`config.mk`:
```
export PLATFORM = sky130hd
export DESIGN_NAME = md5_block_compress
export DESIGN_NICKNAME = d
export VERILOG_FILES = /design/src/rtl/md5bc_pkg.sv /design/src/rtl/md5bc_front.sv /design/src/rtl/md5bc_core.sv /design/src/rtl/md5_block_compress.sv
export SDC_FILE = /design/constraint.sdc
export NUM_CORES = 2
export LEC_CHECK = 0
export BUFFER_PORTS_ARGS = -buffer_cell sky130_fd_sc_hd__buf_2
export CORE_MARGIN = 2
export CORE_UTILIZATION = 65
export CTS_CLUSTER_SIZE = 12
export DETAILED_ROUTE_END_ITERATION = 10
export HOLD_SLACK_MARGIN = 0.12
export PLACE_DENSITY = 0.82
export SLEW_MARGIN = 20
export SYNTH_ARGS = -nofsm -noshare
export SYNTH_HDL_FRONTEND = slang
export SYNTH_HIERARCHICAL = 1
export SYNTH_SLANG_ARGS = --single-unit
```
`constraint.sdc`:
```
create_clock -name clk -period 18.5 [get_ports clk]
set_input_delay 3.7 -clock clk [delete_from_list [all_inputs] [get_ports clk]]
set_output_delay 3.7 -clock clk [all_outputs]
set_load 0.02 [all_outputs]
```
`src/rtl/md5bc_pkg.sv`:
```
// shared constants, step tables and front-to-back types for the md5 block compressor
`default_nettype none
package md5bc_pkg;

  // md5 chaining initial values
  localparam logic [31:0] IV_A = 32'h67452301;
  localparam logic [31:0] IV_B = 32'hEFCDAB89;
  localparam logic [31:0] IV_C = 32'h98BADCFE;
  localparam logic [31:0] IV_D = 32'h10325476;

  // block slots in the buffer between front and back
  localparam int unsigned NUM_SLOTS  = 2;
  localparam int unsigned SLOT_BITS  = $clog2(NUM_SLOTS);
  localparam int unsigned WORD_BITS  = 4;
  localparam int unsigned ADDR_BITS  = SLOT_BITS + WORD_BITS;
  localparam logic [WORD_BITS-1:0] LAST_WORD = 4'd15;
  localparam logic [5:0]           LAST_STEP = 6'd63;

  // round codes taken from step[5:4]
  localparam logic [1:0] RND_F = 2'd0;
  localparam logic [1:0] RND_G = 2'd1;
  localparam logic [1:0] RND_H = 2'd2;
  localparam logic [1:0] RND_I = 2'd3;

  // buffer write from front to back
  typedef struct packed {
    logic                 en;
    logic [ADDR_BITS-1:0] addr;
    logic [31:0]          data;
  } wr_t;

  // head of the block queue as seen by the back end
  typedef struct packed {
    logic                 valid;
    logic [SLOT_BITS-1:0] slot;
    logic                 restart;
  } blk_t;

  // message word index used by a step
  function automatic logic [3:0] msg_index(input logic [5:0] step);
    logic [3:0] k;
    logic [3:0] idx;
    k = step[3:0];
    unique case (step[5:4])
      RND_F:   idx = k;
      RND_G:   idx = (k << 2) + k + 4'd1;
      RND_H:   idx = (k << 1) + k + 4'd5;
      RND_I:   idx = (k << 3) - k;
      default: idx = k;
    endcase
    return idx;
  endfunction

  // left rotate amount of a step
  function automatic logic [4:0] rot_amt(input logic [5:0] step);
    logic [4:0] r;
    unique case ({step[5:4], step[1:0]})
      4'h0: r = 5'd7;   4'h1: r = 5'd12;  4'h2: r = 5'd17;  4'h3: r = 5'd22;
      4'h4: r = 5'd5;   4'h5: r = 5'd9;   4'h6: r = 5'd14;  4'h7: r = 5'd20;
      4'h8: r = 5'd4;   4'h9: r = 5'd11;  4'hA: r = 5'd16;  4'hB: r = 5'd23;
      4'hC: r = 5'd6;   4'hD: r = 5'd10;  4'hE: r = 5'd15;  4'hF: r = 5'd21;
      default: r = 5'd7;
    endcase
    return r;
  endfunction

  // additive constant of a step
  function automatic logic [31:0] step_const(input logic [5:0] step);
    logic [31:0] c;
    unique case (step)
      6'd0:  c = 32'hD76AA478; 6'd1:  c = 32'hE8C7B756;
      6'd2:  c = 32'h242070DB; 6'd3:  c = 32'hC1BDCEEE;
      6'd4:  c = 32'hF57C0FAF; 6'd5:  c = 32'h4787C62A;
      6'd6:  c = 32'hA8304613; 6'd7:  c = 32'hFD469501;
      6'd8:  c = 32'h698098D8; 6'd9:  c = 32'h8B44F7AF;
      6'd10: c = 32'hFFFF5BB1; 6'd11: c = 32'h895CD7BE;
      6'd12: c = 32'h6B901122; 6'd13: c = 32'hFD987193;
      6'd14: c = 32'hA679438E; 6'd15: c = 32'h49B40821;
      6'd16: c = 32'hF61E2562; 6'd17: c = 32'hC040B340;
      6'd18: c = 32'h265E5A51; 6'd19: c = 32'hE9B6C7AA;
      6'd20: c = 32'hD62F105D; 6'd21: c = 32'h02441453;
      6'd22: c = 32'hD8A1E681; 6'd23: c = 32'hE7D3FBC8;
      6'd24: c = 32'h21E1CDE6; 6'd25: c = 32'hC33707D6;
      6'd26: c = 32'hF4D50D87; 6'd27: c = 32'h455A14ED;
      6'd28: c = 32'hA9E3E905; 6'd29: c = 32'hFCEFA3F8;
      6'd30: c = 32'h676F02D9; 6'd31: c = 32'h8D2A4C8A;
      6'd32: c = 32'hFFFA3942; 6'd33: c = 32'h8771F681;
      6'd34: c = 32'h6D9D6122; 6'd35: c = 32'hFDE5380C;
      6'd36: c = 32'hA4BEEA44; 6'd37: c = 32'h4BDECFA9;
      6'd38: c = 32'hF6BB4B60; 6'd39: c = 32'hBEBFBC70;
      6'd40: c = 32'h289B7EC6; 6'd41: c = 32'hEAA127FA;
      6'd42: c = 32'hD4EF3085; 6'd43: c = 32'h04881D05;
      6'd44: c = 32'hD9D4D039; 6'd45: c = 32'hE6DB99E5;
      6'd46: c = 32'h1FA27CF8; 6'd47: c = 32'hC4AC5665;
      6'd48: c = 32'hF4292244; 6'd49: c = 32'h432AFF97;
      6'd50: c = 32'hAB9423A7; 6'd51: c = 32'hFC93A039;
      6'd52: c = 32'h655B59C3; 6'd53: c = 32'h8F0CCC92;
      6'd54: c = 32'hFFEFF47D; 6'd55: c = 32'h85845DD1;
      6'd56: c = 32'h6FA87E4F; 6'd57: c = 32'hFE2CE6E0;
      6'd58: c = 32'hA3014314; 6'd59: c = 32'h4E0811A1;
      6'd60: c = 32'hF7537E82; 6'd61: c = 32'hBD3AF235;
      6'd62: c = 32'h2AD7D2BB; 6'd63: c = 32'hEB86D391;
      default: c = 32'h0;
    endcase
    return c;
  endfunction

endpackage
`default_nettype wire

```
`src/rtl/md5bc_front.sv`:
```
// input side: word position tracking, restart handling and the block slot queue
`default_nettype none
module md5bc_front (
  input  wire                 clk,
  input  wire                 rst,
  input  wire                 in_valid,
  output logic                in_ready,
  input  wire  [31:0]         in_word,
  input  wire                 in_restart,
  output md5bc_pkg::wr_t      wr,
  output md5bc_pkg::blk_t     blk,
  input  wire                 pop
);
  import md5bc_pkg::*;

  logic [SLOT_BITS-1:0] wr_ptr;
  logic [SLOT_BITS-1:0] rd_ptr;
  logic [SLOT_BITS:0]   count;
  logic [SLOT_BITS:0]   count_next;
  logic [WORD_BITS-1:0] pos;
  logic                 pend_restart;
  logic                 slot_restart [NUM_SLOTS];
  logic                 accept;
  logic [WORD_BITS-1:0] eff_pos;
  logic                 last;
  logic                 push;
  logic                 blk_restart;

  // word classification
  assign in_ready    = (count != (SLOT_BITS+1)'(NUM_SLOTS));
  assign accept      = in_valid && in_ready;
  assign eff_pos     = in_restart ? '0 : pos;
  assign last        = (eff_pos == LAST_WORD);
  assign push        = accept && last;
  assign blk_restart = in_restart || pend_restart;

  // buffer write
  assign wr.en   = accept;
  assign wr.addr = {wr_ptr, eff_pos};
  assign wr.data = in_word;

  // queue head
  assign blk.valid   = (count != '0);
  assign blk.slot    = rd_ptr;
  assign blk.restart = slot_restart[rd_ptr];

  // occupancy
  always_comb begin
    count_next = count;
    if (push && !pop) begin
      count_next = count + 1'b1;
    end else if (pop && !push) begin
      count_next = count - 1'b1;
    end
  end

  // control state
  always_ff @(posedge clk) begin
    if (rst) begin
      wr_ptr       <= '0;
      rd_ptr       <= '0;
      count        <= '0;
      pos          <= '0;
      pend_restart <= 1'b0;
    end else begin
      count <= count_next;
      if (accept) begin
        pos          <= last ? '0 : eff_pos + 1'b1;
        pend_restart <= last ? 1'b0 : blk_restart;
      end
      if (push) begin
        wr_ptr <= wr_ptr + 1'b1;
      end
      if (pop) begin
        rd_ptr <= rd_ptr + 1'b1;
      end
    end
  end

  // per slot restart mark
  always_ff @(posedge clk) begin
    if (push) begin
      slot_restart[wr_ptr] <= blk_restart;
    end
  end

endmodule
`default_nettype wire

```
`src/rtl/md5bc_core.sv`:
```
// back end: block buffer memory, 64-step md5 round unit and chaining update
`default_nettype none
module md5bc_core (
  input  wire                 clk,
  input  wire                 rst,
  input  md5bc_pkg::wr_t      wr,
  input  md5bc_pkg::blk_t     blk,
  output logic                pop,
  output logic                out_valid,
  input  wire                 out_ready,
  output logic [63:0]         out_low,
  output logic [63:0]         out_high
);
  import md5bc_pkg::*;

  localparam logic [1:0] S_IDLE = 2'd0;
  localparam logic [1:0] S_RUN  = 2'd1;
  localparam logic [1:0] S_DONE = 2'd2;

  logic [31:0]          mem [NUM_SLOTS * 16];
  logic [31:0]          rdata;
  logic [ADDR_BITS-1:0] raddr;
  logic [1:0]           state;
  logic [SLOT_BITS-1:0] slot;
  logic [5:0]           step;
  logic [5:0]           rd_step;
  logic [31:0]          ca, cb, cc, cd;
  logic [31:0]          wa, wb, wc, wd;
  logic [31:0]          f;
  logic [31:0]          t;
  logic [63:0]          dbl;
  logic [31:0]          new_b;
  logic [31:0]          sa, sb, sc, sd;
  logic                 load_out;

  // buffer memory
  always_ff @(posedge clk) begin
    if (wr.en) begin
      mem[wr.addr] <= wr.data;
    end
    rdata <= mem[raddr];
  end

  // read address runs one step ahead of the round unit
  assign rd_step = (state == S_IDLE) ? 6'd0 : step + 6'd1;
  assign raddr   = {(state == S_IDLE) ? blk.slot : slot, msg_index(rd_step)};

  // round function
  always_comb begin
    unique case (step[5:4])
      RND_F:   f = wd ^ (wb & (wc ^ wd));
      RND_G:   f = wc ^ (wd & (wb ^ wc));
      RND_H:   f = wb ^ wc ^ wd;
      RND_I:   f = wc ^ (wb | ~wd);
      default: f = wb;
    endcase
  end

  // one md5 step
  assign t     = wa + f + rdata + step_const(step);
  assign dbl   = {t, t} << rot_amt(step);
  assign new_b = dbl[63:32] + wb;

  // final chaining sums
  assign sa = ca + wa;
  assign sb = cb + wb;
  assign sc = cc + wc;
  assign sd = cd + wd;

  assign pop      = (state == S_RUN) && (step == LAST_STEP);
  assign load_out = (state == S_DONE) && (!out_valid || out_ready);

  // sequencer and chaining state
  always_ff @(posedge clk) begin
    if (rst) begin
      state     <= S_IDLE;
      step      <= '0;
      ca        <= IV_A;
      cb        <= IV_B;
      cc        <= IV_C;
      cd        <= IV_D;
      out_valid <= 1'b0;
    end else begin
      if (load_out) begin
        out_valid <= 1'b1;
      end else if (out_ready) begin
        out_valid <= 1'b0;
      end
      unique case (state)
        S_IDLE: begin
          if (blk.valid) begin
            step  <= '0;
            state <= S_RUN;
            if (blk.restart) begin
              ca <= IV_A;
              cb <= IV_B;
              cc <= IV_C;
              cd <= IV_D;
            end
          end
        end
        S_RUN: begin
          step <= step + 6'd1;
          if (step == LAST_STEP) begin
            state <= S_DONE;
          end
        end
        S_DONE: begin
          if (load_out) begin
            ca    <= sa;
            cb    <= sb;
            cc    <= sc;
            cd    <= sd;
            state <= S_IDLE;
          end
        end
        default: state <= S_IDLE;
      endcase
    end
  end

  // working words and result payload
  always_ff @(posedge clk) begin
    if (state == S_IDLE && blk.valid) begin
      slot <= blk.slot;
      wa   <= blk.restart ? IV_A : ca;
      wb   <= blk.restart ? IV_B : cb;
      wc   <= blk.restart ? IV_C : cc;
      wd   <= blk.restart ? IV_D : cd;
    end else if (state == S_RUN) begin
      wa <= wd;
      wd <= wc;
      wc <= wb;
      wb <= new_b;
    end
    if (load_out) begin
      out_low  <= {sb, sa};
      out_high <= {sd, sc};
    end
  end

endmodule
`default_nettype wire

```
`src/rtl/md5_block_compress.sv`:
```
// top level of the md5 block compressor: word intake front and compression back
//
//   channel   dir   width            content
//   s_*       in    tdata 32, tuser 1  one message word, restart flag
//   m_*       out   tdata 128        updated chaining value after each block
//
// the front takes one beat per cycle while a block slot is free (two slots)
// the back spends a setup state, the md5 steps and an output state on a block,
// so in a steady stream the back, not the front, sets the pace per block
// the step unit (one md5 step per cycle) sets the sustained throughput
// rst is synchronous and restores the md5 initial chaining value
// a stalled m_tready holds the result; the front keeps filling the free slot
`default_nettype none
module md5_block_compress (
  input  wire          clk,
  input  wire          rst,
  input  wire          s_tvalid,
  output logic         s_tready,
  input  wire  [31:0]  s_tdata,   // [31:0] msg_word
  input  wire          s_tuser,   // [0] restart
  output logic         m_tvalid,
  input  wire          m_tready,
  output logic [127:0] m_tdata    // [63:0] digest_low, [127:64] digest_high
);
  import md5bc_pkg::*;

  wr_t         wr;
  blk_t        blk;
  logic        pop;
  logic [63:0] out_low;
  logic [63:0] out_high;

  // word intake and block queue
  md5bc_front u_front (
    .clk        (clk),
    .rst        (rst),
    .in_valid   (s_tvalid),
    .in_ready   (s_tready),
    .in_word    (s_tdata),
    .in_restart (s_tuser),
    .wr         (wr),
    .blk        (blk),
    .pop        (pop)
  );

  // compression back end
  md5bc_core u_core (
    .clk       (clk),
    .rst       (rst),
    .wr        (wr),
    .blk       (blk),
    .pop       (pop),
    .out_valid (m_tvalid),
    .out_ready (m_tready),
    .out_low   (out_low),
    .out_high  (out_high)
  );

  assign m_tdata = {out_high, out_low};

endmodule
`default_nettype wire
```
==> parameters.txt <==
Parameter                              Value

Run status
  Result of the run ... finished, final reports clean

Drt
  Initial DRT Pass Iterations ... 8
  Vias ... 57700
  DRT antenna net count ... 0
  DR WL/cell ... 27.7 um
  Total detailed-routing wirelength ... 235000 um
  Post-detailed-route DRC marker count ... 0
  Violation count after the first detailed-route iteration ... 7287
  Vias per Instance ... 6.80

Pwr
  Switching Power ... 1670 uW
  IR drop worst, VDD ... 125 uV
  Internal power summed over all cells ... 5500 uW
  Part of the power in combinational logic ... 7.8%
  Total power density per cell area ... 87.0 nW/um^2
  Switching fraction of total power ... 23.2%
  Portion of total power attributed to sequential cells ... 51.5%
  Static leakage power ... 0.0294 uW
  Portion of total power attributed to the clock network ... 40.7%

Synth
  Post-Synthesis Net Count ... 7220
  Adder-cell area share of the yosys netlist ... 5.34%
  Synth Area in XOR/XNOR ... 2.49%
  Distinct cells, synth ... 104
  Area of the mapped netlist ... 75700 um^2
  Post-synth EDFFs ... 1283
  Flip-flop and latch count after synthesis ... 1499
  Primary flip-flop cell chosen by synthesis mapping ... sky130_fd_sc_hd__edfxtp_1
  Library cell occupying the most area in the post-synthesis netlist ... sky130_fd_sc_hd__edfxtp_1
  Synthesized area divided by synthesized cell count ... 11.0 um^2
  Simple-gate portion of the synthesized area ... 12.6%
  Combinational family with the most area after synthesis ... compound AO/OA/AOI/OAI gates
  Post-Syn Instances ... 6902
  Async set or reset register ratio after synthesis ... 0%
  Share of the synthesized area in the top cell type ... 50.9%
  Share of the synthesized area in compound gates (AO/OA/AOI/OAI) ... 17.5%
  Cells taking the most area after synthesis ... sky130_fd_sc_hd__edfxtp_1 (51%), sky130_fd_sc_hd__dfxtp_1 (5.7%), sky130_fd_sc_hd__nand2_1 (5.1%), sky130_fd_sc_hd__a211oi_1 (3.8%), sky130_fd_sc_hd__ha_1 (3.5%)
  Yosys warnings ... 6
  Sequential-to-total area share from yosys stat ... 56.6%
  Mux contribution to synthesized area ... 1.48%

Clock network
  Post_cts resized ... 0
  Clock root buffer ... sky130_fd_sc_hd__clkbuf_16
  Number of post-CTS setup repair buffers ... 0
  Number of buffers created by CTS ... 152
  Clock latency at the later pin of the worst-skew pair ... 820 ps
  Clock slew at reported path FFs ... 60 ps
  TritonCTS clock tree ... done
  H-Tree Level Count ... 4
  CTS hold repair buffers ... 0
  Maximum buffer depth of the clock tree ... 3
  Num Clock Sinks ... 1499

Floorplan
  Number of ports placed on the die boundary ... 167
  Standard cell core area ... 116000 um^2
  Horizontal extent of the die ... 345 um
  Number of core rows ... 125
  Starting density of the core ... 65.4%
  Y dimension of the die ... 345 um
  Area enclosed by the die boundary ... 119000 um^2

STA
  Final count of negative-setup-slack endpoints ... 0
  Post-route minimum period ... 10860 ps
  Pins over their slew limit ... 0
  Total Negative Setup Slacks ... 0 ps
  Part of the cycle the worst path needs ... 58.7%
  Final number of hold-violating endpoints ... 0
  Unrepaired setup endpoints after global routing ... no
  Worst-case headroom to the max-slew limit ... 15.1%
  Slew @ Worst Pin ... 1270 ps
  Max frequency ... 92.1 MHz
  Worst-case clock skew ... 97.3 ps

Final layout
  Commonest non-fill, non-tap cells in the layout ... sky130_fd_sc_hd__edfxtp_1 (1283), sky130_fd_sc_hd__nand2_1 (1034), sky130_fd_sc_hd__a21oi_1 (453), sky130_fd_sc_hd__a211oi_1 (386)
  Area added between synthesis and finish ... 8.82%
  # nets final ... 7158
  Count of filler cells inserted in the layout ... 7768
  Leading cell type in the layout, fill and taps excluded ... sky130_fd_sc_hd__edfxtp_1
  Final instance area ... 82300 um^2
  Layout cells sized above 1 ... 8.48%
  Number of standard cells in the layout, taps in and fillers out ... 8483

GRT
  Number of antenna violations at the first check in global routing ... 13
  Number of global-route vias before repair ... 55000
  Total grt overflow ... 0
  Wire length of the first global-routing pass ... 346000 um
  Total track usage ... 38.7%
  Pin count of the biggest net entering global routing ... 199

Min path
  Type of the worst min-delay path ... reg2reg

Setup path
  Crit Path Category ... reg2reg
  Top cell family by delay on the critical path ... compound AO/OA/AOI/OAI gates
  Critical Path Sink Type ... flop
  Type of origin of the critical path ... flop
  Slowest cell on the critical path ... sky130_fd_sc_hd__buf_4
  Max incr delay on CP ... 840 ps
  WP data arrival ... 11320 ps
  Bufs and invs on worst path ... 3
  Cell repeated most along the worst path ... sky130_fd_sc_hd__a21oi_1
  Worst-path fanout max ... 108
  Required time at the endpoint of the critical path ... 18960 ps

Flow run
  Reported max-cap violation count ... 0

Placed design
  Count of placed standard cells including taps ... 8210
  Placed cell area ... 77600 um^2
  Port Buffers ... 166
  RD Place Congestion ... 1.06
  DP Wirelength ... 150000 um
==> layer usage <==
| layer | up-vias | share of wire (%) | global-route usage [%] |
|---|---|---|---|
| li1 | 25400 | - | - |
| met2 | 3605 | 47 | 62.3 |
| met1 | 27800 | 36 | 48.7 |
| met4 | 14 | 6.9 | 23.6 |
| met5 | - | 0.041 | 0 |
| met3 | 792 | 10 | 7.77 |
==> registers in the layout, indices dropped and copies added (netlist names), 4 cells and up, named ones only <==
name,flops
u_core/wd,32
u_core/rdata,32
u_core/wb,32
u_core/ca,32
u_core/out_high,64
u_front/pos,4
u_core/step,6
u_core/cd,32
u_core/cc,32
u_core/out_low,64
u_core/wa,32
u_core/wc,32
u_core/cb,32
u_core/mem,1024
==> worst reg2reg max path, delay by kind of cell, from the launching register on <==
kind | cells | cell delay [ps]
flops | 1 | 820
buf+inv | 3 | 1550
mux | 1 | 160
compound gates | 21 | 5240
fa+ha+maj | 5 | 1990
xor+xnor | 1 | 170
simple gates | 3 | 660
==> Yosys cell counts, types with 68 or more instances <==
cell type,number
sky130_fd_sc_hd__fa_1,68
sky130_fd_sc_hd__nor3_1,124
sky130_fd_sc_hd__o22ai_1,82
sky130_fd_sc_hd__nand2_1,1037
sky130_fd_sc_hd__nor2_1,334
sky130_fd_sc_hd__a211oi_1,386
sky130_fd_sc_hd__ha_1,213
sky130_fd_sc_hd__dfxtp_1,216
sky130_fd_sc_hd__nand3b_1,69
sky130_fd_sc_hd__xor2_1,78
sky130_fd_sc_hd__edfxtp_1,1283
sky130_fd_sc_hd__inv_1,254
sky130_fd_sc_hd__o21ai_0,299
sky130_fd_sc_hd__a21o_1,88
sky130_fd_sc_hd__and2_1,231
sky130_fd_sc_hd__clkbuf_1,383
sky130_fd_sc_hd__a21oi_1,455
sky130_fd_sc_hd__xnor2_1,133
sky130_fd_sc_hd__a31oi_1,182
sky130_fd_sc_hd__a311oi_1,141
==> kinds of logic (layout without fill, tap and decap cells) <==
kind of cell | after synthesis | after routing
compound gates | 1994 | 1994
xor+xnor | 213 | 213
fa+ha+maj | 282 | 282
buf+inv | 749 | 801
flops | 1499 | 1499
mux | 89 | 89
other cells | 0 | 5
simple gates | 2076 | 2076
==> path summary, 6_finish.rpt <==
kind,startpoint,end,slack (ps),depth (start not counted)
setup / recovery,u_core/step[4]$_SDFFE_PP0P_,u_core/wb[30]$_DFFE_PP_,7640,34
hold / removal,u_core/cc[20]$_SDFFE_PP1P_,u_core/cc[20]$_SDFFE_PP1P_,510,2
hold reg to reg,u_core/cc[20]$_SDFFE_PP1P_,u_core/cc[20]$_SDFFE_PP1P_,510,2
setup reg to reg,u_core/step[4]$_SDFFE_PP0P_,u_core/wb[30]$_DFFE_PP_,7640,34
==> metrics by stage <==
stage	power, uW	setup slack [ps]	util, %	hold WS, ps
2_1_floorplan	4150	9880	-	462
3_3_place_gp	4300	8120	67.1	478
3_5_place_dp	4300	7980	67.1	487
4_1_cts	7170	7940	71.1	502
5_1_grt	7360	6970	71.1	541
6_report	7170	7640	71.1	506
==> power by group through the flow <==
stage	registers, uW	clock network [uW]	logic, uW
floorplan	3760	0	392
global placement	3760	0	542
detailed placement	3760	0	545
CTS	3690	2940	548
global route	3690	3070	606
finish	3690	2920	559
==> final cells by class <==
cell class	instances	area [um^2]	area share, %
sequential	1499	42900	52.1
multi-input combinational	4654	30100	36.6
clock buffer	235	4220	5.12
tap	1524	1910	2.32
timing repair buffer	274	1720	2.09
inverter	259	982	1.19
clock inverter	33	483	0.587
antenna	5	12.5	0.0152
Power figures use the tool's default switching activity.
